## src/design/slfc_pkg.sv

```systemverilog
package slfc_pkg;

	// Packet byte positions within one scan line
	localparam int POS_W = 6;
	typedef logic [POS_W-1:0] pos_t;

	localparam pos_t POS_MARK_FIRST = 6'd0;
	localparam pos_t POS_MARK_LAST  = 6'd9;
	localparam pos_t POS_VER        = 6'd10;
	localparam pos_t POS_TIME3      = 6'd11;
	localparam pos_t POS_TIME2      = 6'd12;
	localparam pos_t POS_TIME1      = 6'd13;
	localparam pos_t POS_TIME0      = 6'd14;
	localparam pos_t POS_INFO       = 6'd15;
	localparam pos_t POS_SWEEP1     = 6'd16;
	localparam pos_t POS_SWEEP0     = 6'd17;
	localparam pos_t POS_TURN1      = 6'd18;
	localparam pos_t POS_TURN0      = 6'd19;
	localparam pos_t POS_QUAT_FIRST = 6'd20;
	localparam pos_t POS_QUAT_LAST  = 6'd35;
	localparam pos_t POS_SAMP1      = 6'd36;
	localparam pos_t POS_SAMP0      = 6'd37;
	localparam pos_t POS_CRC3       = 6'd38;
	localparam pos_t POS_CRC2       = 6'd39;
	localparam pos_t POS_CRC1       = 6'd40;
	localparam pos_t POS_CRC0       = 6'd41;

	// Configuration register indexes
	localparam int CFG_IDX_W = 2;
	localparam int CFG_DATA_W = 15;
	localparam logic [CFG_IDX_W-1:0] CFG_VERSION = 2'd0;
	localparam logic [CFG_IDX_W-1:0] CFG_INFO    = 2'd1;
	localparam logic [CFG_IDX_W-1:0] CFG_LENGTH  = 2'd2;

	localparam logic [7:0]  VERSION_RST = 8'h08;
	localparam logic [7:0]  INFO_RST    = 8'hE1;
	localparam logic [14:0] LENGTH_RST  = 15'd2500;

	localparam logic [31:0] CRC_POLY = 32'hEDB88320;
	localparam logic [31:0] CRC_INIT = 32'hFFFFFFFF;

	// One classified sample request handed from front to back
	typedef struct packed {
		logic        first;
		logic        last;
		logic [15:0] sample;
		logic [31:0] time_mark;
		logic [15:0] sweep_angle;
		logic [15:0] turn_angle;
	} desc_t;

	// Reflected CRC-32, one byte
	function automatic logic [31:0] crc_byte(input logic [31:0] c_in, input logic [7:0] b);
		logic [31:0] c;
		c = c_in ^ {24'd0, b};
		for (int k = 0; k < 8; k++) begin
			c = c[0] ? ((c >> 1) ^ CRC_POLY) : (c >> 1);
		end
		return c;
	endfunction

endpackage

```

## src/design/scan_line_framer_crc32_top.sv

```systemverilog
// Scan-line packet framer with CRC-32.
// Input channel (in_valid / in_stall): one ADC sample per request, with the
// timestamp and angles that are used only on the first sample of a line.
// Output channel (out_valid / out_stall): one packet byte per request; a line
// starts with a 10-byte marker and a 26-byte header, each sample gives two
// big-endian bytes, and the last sample of a line adds the 4-byte CRC-32.
// end_of_packet marks the final CRC byte, last_of_run the last byte a sample gives.
// Config port (cfg_we / cfg_index / cfg_data): version_code, info_code and
// line_length; write only while no sample is in flight.
// A sample is written into the queue; its first byte is then loaded into the
// output register. Throughput is one byte per cycle while out_stall is low
// and a sample is queued: a mid-line sample gives 2 bytes, the first of a
// line 38, the last 6, a one-sample line 42. A small queue of samples sits
// between input and byte sequencer, so samples are taken while bytes drain.
// Reset: empty queue, line position zero, CRC all ones, registers at
// version 8, info 225, length 2500. A stalled output holds its byte; the
// queue fills and then in_stall rises.
module scan_line_framer_crc32_top import slfc_pkg::*; #(
	parameter int MAX_LINE_LENGTH = 16384,
	parameter int QUEUE_DEPTH     = 4
) (
	input  logic                  clk,
	input  logic                  arst_n,
	input  logic                  in_valid,
	output logic                  in_stall,
	input  logic signed [13:0]    sample,
	input  logic [31:0]           time_mark,
	input  logic [15:0]           sweep_angle,
	input  logic [15:0]           turn_angle,
	output logic                  out_valid,
	input  logic                  out_stall,
	output logic [7:0]            out_byte,
	output logic                  end_of_packet,
	output logic                  last_of_run,
	input  logic                  cfg_we,
	input  logic [CFG_IDX_W-1:0]  cfg_index,
	input  logic [CFG_DATA_W-1:0] cfg_data
);

	logic [7:0]  version_q;
	logic [7:0]  info_q;
	logic [14:0] length_q;

	logic  push;
	logic  q_full;
	logic  q_not_empty;
	logic  pop;
	desc_t push_desc;
	desc_t head_desc;

	// Configuration registers
	always_ff @(posedge clk or negedge arst_n) begin
		if (!arst_n) begin
			version_q <= VERSION_RST;
			info_q    <= INFO_RST;
			length_q  <= LENGTH_RST;
		end else if (cfg_we) begin
			unique case (cfg_index)
				CFG_VERSION: version_q <= cfg_data[7:0];
				CFG_INFO:    info_q    <= cfg_data[7:0];
				CFG_LENGTH:  length_q  <= cfg_data[14:0];
				default: ;
			endcase
		end
	end

	slfc_front #(
		.MAX_LINE_LENGTH(MAX_LINE_LENGTH)
	) u_front (
		.clk        (clk),
		.arst_n     (arst_n),
		.in_valid   (in_valid),
		.in_stall   (in_stall),
		.sample     (sample),
		.time_mark  (time_mark),
		.sweep_angle(sweep_angle),
		.turn_angle (turn_angle),
		.line_length(length_q),
		.q_full     (q_full),
		.push       (push),
		.desc       (push_desc)
	);

	slfc_queue #(
		.DEPTH(QUEUE_DEPTH)
	) u_queue (
		.clk      (clk),
		.arst_n   (arst_n),
		.push     (push),
		.wr_data  (push_desc),
		.pop      (pop),
		.full     (q_full),
		.not_empty(q_not_empty),
		.rd_data  (head_desc)
	);

	slfc_back u_back (
		.clk          (clk),
		.arst_n       (arst_n),
		.head_valid   (q_not_empty),
		.head         (head_desc),
		.pop          (pop),
		.version_code (version_q),
		.info_code    (info_q),
		.out_valid    (out_valid),
		.out_stall    (out_stall),
		.out_byte     (out_byte),
		.end_of_packet(end_of_packet),
		.last_of_run  (last_of_run)
	);

endmodule

```

## src/design/slfc_front.sv

```systemverilog
module slfc_front import slfc_pkg::*; #(
	parameter int MAX_LINE_LENGTH = 16384
) (
	input  logic               clk,
	input  logic               arst_n,
	input  logic               in_valid,
	output logic               in_stall,
	input  logic signed [13:0] sample,
	input  logic [31:0]        time_mark,
	input  logic [15:0]        sweep_angle,
	input  logic [15:0]        turn_angle,
	input  logic [14:0]        line_length,
	input  logic               q_full,
	output logic               push,
	output desc_t              desc
);

	localparam int IDX_W = (MAX_LINE_LENGTH > 1) ? $clog2(MAX_LINE_LENGTH) : 1;
	localparam int CMP_W = ((IDX_W > 15) ? IDX_W : 15) + 2;
	localparam logic [CMP_W-1:0] MAX_LEN = CMP_W'(MAX_LINE_LENGTH);

	logic [IDX_W-1:0] idx_q;
	logic [CMP_W-1:0] len_eff;
	logic [CMP_W-1:0] idx_next;
	logic             is_last;

	// Clamp the programmed length into 1..MAX
	always_comb begin
		len_eff = CMP_W'(line_length);
		if (line_length == 15'd0) begin
			len_eff = CMP_W'(1);
		end else if (len_eff > MAX_LEN) begin
			len_eff = MAX_LEN;
		end
	end

	assign idx_next = CMP_W'(idx_q) + CMP_W'(1);
	assign is_last  = (idx_next >= len_eff);

	assign in_stall = q_full;
	assign push     = in_valid & ~q_full;

	// Classified request
	assign desc.first       = (idx_q == '0);
	assign desc.last        = is_last;
	assign desc.sample      = {{2{sample[13]}}, sample};
	assign desc.time_mark   = time_mark;
	assign desc.sweep_angle = sweep_angle;
	assign desc.turn_angle  = turn_angle;

	// Position of the next sample in its line
	always_ff @(posedge clk or negedge arst_n) begin
		if (!arst_n) begin
			idx_q <= '0;
		end else if (push) begin
			idx_q <= is_last ? '0 : idx_next[IDX_W-1:0];
		end
	end

endmodule

```

## src/design/slfc_queue.sv

```systemverilog
module slfc_queue import slfc_pkg::*; #(
	parameter int DEPTH = 4
) (
	input  logic  clk,
	input  logic  arst_n,
	input  logic  push,
	input  desc_t wr_data,
	input  logic  pop,
	output logic  full,
	output logic  not_empty,
	output desc_t rd_data
);

	localparam int PTR_W = (DEPTH > 1) ? $clog2(DEPTH) : 1;
	localparam int CNT_W = $clog2(DEPTH + 1);
	localparam logic [PTR_W-1:0] LAST_PTR = PTR_W'(DEPTH - 1);

	desc_t            mem_q [DEPTH];
	logic [PTR_W-1:0] wr_ptr_q;
	logic [PTR_W-1:0] rd_ptr_q;
	logic [CNT_W-1:0] cnt_q;
	logic             do_push;
	logic             do_pop;

	assign full      = (cnt_q == CNT_W'(DEPTH));
	assign not_empty = (cnt_q != '0);
	assign rd_data   = mem_q[rd_ptr_q];
	assign do_push   = push & ~full;
	assign do_pop    = pop & not_empty;

	// Entry storage
	always_ff @(posedge clk) begin
		if (do_push) begin
			mem_q[wr_ptr_q] <= wr_data;
		end
	end

	// Pointers and fill count
	always_ff @(posedge clk or negedge arst_n) begin
		if (!arst_n) begin
			wr_ptr_q <= '0;
			rd_ptr_q <= '0;
			cnt_q    <= '0;
		end else begin
			if (do_push) begin
				wr_ptr_q <= (wr_ptr_q == LAST_PTR) ? '0 : wr_ptr_q + PTR_W'(1);
			end
			if (do_pop) begin
				rd_ptr_q <= (rd_ptr_q == LAST_PTR) ? '0 : rd_ptr_q + PTR_W'(1);
			end
			if (do_push && !do_pop) begin
				cnt_q <= cnt_q + CNT_W'(1);
			end else if (do_pop && !do_push) begin
				cnt_q <= cnt_q - CNT_W'(1);
			end
		end
	end

endmodule

```

## src/design/slfc_back.sv

```systemverilog
module slfc_back import slfc_pkg::*; (
	input  logic       clk,
	input  logic       arst_n,
	input  logic       head_valid,
	input  desc_t      head,
	output logic       pop,
	input  logic [7:0] version_code,
	input  logic [7:0] info_code,
	output logic       out_valid,
	input  logic       out_stall,
	output logic [7:0] out_byte,
	output logic       end_of_packet,
	output logic       last_of_run
);

	logic        started_q;
	pos_t        pos_q;
	logic [31:0] crc_q;
	logic        out_valid_q;
	logic [7:0]  byte_q;
	logic        eop_q;
	logic        lor_q;

	pos_t        cur_pos;
	logic [7:0]  cur_byte;
	logic        in_crc;
	logic        byte_last;
	logic        advance;
	logic        load;
	logic [31:0] crc_base;
	logic [31:0] crc_fin;

	assign cur_pos = started_q ? pos_q : (head.first ? POS_MARK_FIRST : POS_SAMP1);
	assign crc_fin = ~crc_q;

	// Byte for the current position
	always_comb begin
		cur_byte = 8'd0;
		in_crc   = 1'b1;
		case (cur_pos) inside
			[POS_MARK_FIRST:POS_MARK_LAST]: begin
				cur_byte = {7'd0, cur_pos[0]};
				in_crc   = 1'b0;
			end
			POS_VER:    cur_byte = version_code;
			POS_TIME3:  cur_byte = head.time_mark[31:24];
			POS_TIME2:  cur_byte = head.time_mark[23:16];
			POS_TIME1:  cur_byte = head.time_mark[15:8];
			POS_TIME0:  cur_byte = head.time_mark[7:0];
			POS_INFO:   cur_byte = info_code;
			POS_SWEEP1: cur_byte = head.sweep_angle[15:8];
			POS_SWEEP0: cur_byte = head.sweep_angle[7:0];
			POS_TURN1:  cur_byte = head.turn_angle[15:8];
			POS_TURN0:  cur_byte = head.turn_angle[7:0];
			[POS_QUAT_FIRST:POS_QUAT_LAST]: cur_byte = 8'd0;
			POS_SAMP1:  cur_byte = head.sample[15:8];
			POS_SAMP0:  cur_byte = head.sample[7:0];
			POS_CRC3: begin
				cur_byte = crc_fin[31:24];
				in_crc   = 1'b0;
			end
			POS_CRC2: begin
				cur_byte = crc_fin[23:16];
				in_crc   = 1'b0;
			end
			POS_CRC1: begin
				cur_byte = crc_fin[15:8];
				in_crc   = 1'b0;
			end
			POS_CRC0: begin
				cur_byte = crc_fin[7:0];
				in_crc   = 1'b0;
			end
			default: begin
				cur_byte = 8'd0;
				in_crc   = 1'b0;
			end
		endcase
	end

	assign byte_last = (cur_pos == POS_CRC0) || ((cur_pos == POS_SAMP0) && !head.last);
	assign advance   = ~out_valid_q | ~out_stall;
	assign load      = advance & head_valid;
	assign pop       = load & byte_last;
	assign crc_base  = (cur_pos == POS_VER) ? CRC_INIT : crc_q;

	// Position sequencer and running CRC
	always_ff @(posedge clk or negedge arst_n) begin
		if (!arst_n) begin
			started_q <= 1'b0;
			pos_q     <= POS_MARK_FIRST;
			crc_q     <= CRC_INIT;
		end else if (load) begin
			started_q <= ~byte_last;
			pos_q     <= cur_pos + pos_t'(1);
			if (in_crc) begin
				crc_q <= crc_byte(crc_base, cur_byte);
			end else if (cur_pos == POS_CRC0) begin
				crc_q <= CRC_INIT;
			end
		end
	end

	// Output register
	always_ff @(posedge clk or negedge arst_n) begin
		if (!arst_n) begin
			out_valid_q <= 1'b0;
		end else if (advance) begin
			out_valid_q <= head_valid;
		end
	end

	always_ff @(posedge clk) begin
		if (load) begin
			byte_q <= cur_byte;
			eop_q  <= (cur_pos == POS_CRC0);
			lor_q  <= byte_last;
		end
	end

	assign out_valid     = out_valid_q;
	assign out_byte      = byte_q;
	assign end_of_packet = eop_q;
	assign last_of_run   = lor_q;

endmodule
```

## config.mk

```make
export PLATFORM = sky130hd
export DESIGN_NAME = scan_line_framer_crc32_top
export DESIGN_NICKNAME = d
export VERILOG_FILES = /design/src/design/slfc_pkg.sv /design/src/design/scan_line_framer_crc32_top.sv /design/src/design/slfc_front.sv /design/src/design/slfc_queue.sv /design/src/design/slfc_back.sv
export SDC_FILE = /design/constraint.sdc
export NUM_CORES = 1
export LEC_CHECK = 0
export BUFFER_PORTS_ARGS = -buffer_cell sky130_fd_sc_hd__buf_4
export CORE_MARGIN = 2
export CORE_UTILIZATION = 60
export CTS_BUF_LIST = sky130_fd_sc_hd__clkbuf_8
export CTS_CLUSTER_SIZE = 14
export DETAILED_ROUTE_END_ITERATION = 12
export GPL_TIMING_DRIVEN = 1
export PLACE_DENSITY = 0.9
export SYNTH_ARGS = -nofsm -noshare
export SYNTH_HDL_FRONTEND = slang
export SYNTH_SLANG_ARGS = --single-unit
```

## constraint.sdc

```tcl
create_clock -name clk -period 5.9 [get_ports clk]
set_clock_uncertainty 0.05 [all_clocks]
set_input_delay 1.18 -clock clk [delete_from_list [all_inputs] [get_ports clk]]
set_output_delay 1.18 -clock clk [all_outputs]
set_load 0.005 [all_outputs]
```

==> out/results.txt <==
The antenna diode count is 0. Before antenna repair, the detailed router went through 7 iterations. The async set-reset flop share out of synthesis was 21.80%; the final number of setup-violating endpoints was 0.

In this run the cell area measured after placement is 0.02055 sq mm. Leaving out filler cells and counting taps, the final layout contains 1895. Headroom to the max-slew limit came out at 31.35%.

The worst setup path is captured at a flip-flop. After technology mapping, the gate count stands at 1296. After detailed placement, the design holds a cell count of 1774. The run gives 2074 as the number of fill cells. The clock network latency to the later pin of the worst-skew pair came out at 0.60 ns. After clock tree synthesis, the clock-pin slew on the worst setup and hold paths is 0.07 ns.

The per-instance average area after synthesis was 14.93 sq um; the per-cell routed wire length was 24.31 microns. The path category of the worst min-delay check is in2async. The slew at the pin closest to its max-slew limit works out to 1.024 ns. The total power was 0.01113 W.

The tool flagged a number of max-cap violations equal to 0. In this run, post-CTS hold repair placed 0 buffers. Buffers inserted during clock tree synthesis total 67. At the end of routability-driven placement, the weighted congestion stood at 1.011.

The max-slew violation count is 0. The detailed router finished its first iteration with 1239 violations. With fillers left out, the area of the finished cells amounts to 0.02180 sq mm. In the final layout, the multi-input gates occupy 0.006609 sq mm. Global routing used 27.88% of the available tracks. The number of setup buffers added after CTS is 0, and the final antenna-violating net count is 0. The cell sitting at the root of the clock tree is a clkbuf_8. The floorplan step defined a die boundary enclosing 0.03371 sq mm. In this run the biggest area consumer among cell types represents 51.21% of the synthesized area. The largest net degree at the start of global routing is 70, and the maximum buffer depth of the clock tree is 3. For the worst setup path, the data required time is 6.39 ns.

In this run, synthesis inferred 330 flip-flops with an integrated enable. IR analysis of the VDD net gives a maximum drop of 359.4 uV. The time the worst path needs with I/O delays and setup was 5.218 ns. The starting density of the core was 61.17%; the number of vias per cell was 6.354. The number of failing hold endpoints at the final stage was 0; the y dimension of the die was 183.6 microns. The number of cell rows came out at 65. The synthesized net count is 1425, and the width of the die is 183.6 microns.

STA classifies the critical path startpoint as a flip-flop. The sequential cell area is 0.01227 sq mm, and the area growth from synthesis to layout is 12.66%. The part of the cycle the worst path needs is 88.44%. The run finished with clean final reports. In this run the worst path has a maximum fanout of 24. Sequential elements use 63.37% of the synthesized area. Data arrives at the worst endpoint at 5.70 ns. The Yosys step of the flow raised 0 warnings. The run gives 70330 microns as the global-route wire length before repair. Detailed placement finished with a half-perimeter wire length of 31680 microns. The core outline area is 0.03164 sq mm, and the count of state elements after synthesis is 422. The number of global-route vias before repair was 12130; the number of vias in the routed layout was 12040. For this run, the leading register cell type out of synthesis is edfxtp_1.

Across all setup checks in the final design, the least slack found is 0.6823 ns. The post-synth design cell area was 0.01935 sq mm. For the final setup TNS, the log shows 0 ns. The final layout contains routed wiring with a total length of 46070 microns.

Number of antenna violations at the first check in global routing: 0. The top-level I/O count came out at 112. The total leakage power came out at 7.862 nW. The power per unit of standard cell area was 510.7 mW/mm^2.

Setup repair after global routing left no endpoint under its margin. Gates resized during post-CTS repair numbered 0. TritonCTS built the clock tree. For this run, design rule violations remaining after detail routing come to 0. The total overflow left after global routing is 0. The worst setup slack for register-to-register paths was 0.68 ns. The critical path class is reg2reg. The clock net in this run drives a total of 422 sinks. By area the synthesized netlist is led by edfxtp_1, mux4_2, dfrtp_1. In this run the number of H-tree levels came out at 3. The layout cell share with drive strength beyond 1 works out to 27.39%. Static timing analysis puts the maximum clock frequency at 0.1917 GHz. The number of different library cells used by synthesis comes to 89. The setup slack at placement is 0.8324 ns. During placement, the flow inserted port buffers numbering 111. The layout net count came out at 1570. Post-synthesis cell type with the largest combined area: edfxtp_1.

Sorting the synthesized cells by how often they occur yields edfxtp_1, nor2_1, nand2_1. Most frequent cell after synthesis: edfxtp_1.
[routing by layer]
| metal | vias to the layer above | global-route usage (%) | share of wire [%] |
|---|---|---|---|
| met5 | - | 0 | 0 |
| met4 | 0 | 9.568 | 3.0 |
| met3 | 103 | 5.368 | 8.0 |
| met2 | 601 | 44.12 | 47 |
| met1 | 6032 | 39.41 | 42 |
| li1 | 5305 | - | - |
[critical path, stage by stage, from the launching register on]
cell,delay [ns]
dfrtp_1,0.82
nand2_1,0.26
ha_1,0.49
nor2_1,0.46
o21ai_0,0.19
and4_1,0.24
or4b_1,0.52
a21oi_1,0.20
o211ai_2,0.22
a21o_1,0.23
a221o_1,0.54
xnor2_2,0.33
xnor3_1,0.45
o22a_1,0.16
[logic make-up after synthesis]
kind of cell             count (synthesis)  share of synthesized area, %
XOR/XNOR                                84                         4.241
AO/OA/AOI/OAI                          231                         8.399
AND/OR/NAND/NOR                        321                         7.855
buffers and inverters                   89                         2.547
adder cells (fa/ha/maj)                 29                         1.914
flip-flops                             422                         63.37
multiplexers                           120                         11.67
[state kept, by name, indices dropped and copies added, names as in the netlist, 2 cells and up]
register and flops:
u_front.idx_q 14, u_queue.cnt_q 3, length_q 15, u_queue.wr_ptr_q 2
version_q 8, u_queue.mem_q 320, u_back.pos_q 6, info_q 8
u_back.crc_q 32, u_back.out_byte 8, u_queue.rd_ptr_q 2
[path summary, 6_finish.rpt]
check	from	to	depth (start not counted)
worst max-delay path	u_back.started_q	u_back.crc_q[19]	13
worst min-delay path	arst_n	u_front.idx_q[5]	1
max in group asynchronous	arst_n	version_q[6]	2
min in group clk	u_back.out_valid	u_back.out_valid	2
worst min register to register	u_back.out_valid	u_back.out_valid	2
worst max register to register	u_back.started_q	u_back.crc_q[19]	13
[layout by cell type, fill, tap and decap left out, types with 44 or more instances in the layout]
cell type / instances
buf_4: 141
nor2_1: 104
xnor2_1: 46
inv_1: 44
nand2_1: 89
a21oi_1: 57
dfrtp_1: 48
mux4_2: 70
clkbuf_8: 71
edfxtp_1: 330
[report_power, final]
part | switching [W] | internal [W]
Clock | 0.00111 | 0.00121
Sequential | 0.000406 | 0.00408
Combinational | 0.00245 | 0.00187
[layout make-up]
| type | count | area share, % |
|---|---|---|
| Timing Repair Buffer | 142 | 4.947 |
| Clock inverter | 50 | 1.268 |
| Inverter | 23 | 0.3960 |
| Multi-Input combinational cell | 785 | 30.31 |
| Clock buffer | 71 | 4.482 |
| Tap cell | 402 | 2.307 |
| Sequential cell | 422 | 56.29 |
[per-stage QoR]
| step | hold slack [ns] | util, % |
|---|---|---|
| global placement | 0.4209 | 64.95 |
| CTS | 0.4352 | 68.91 |
| global route | 0.4692 | 68.91 |
| floorplan | 0.4065 | - |
| detailed placement | 0.4399 | 64.95 |
| finish | 0.4462 | 68.91 |
Power figures use the tool's default switching activity.
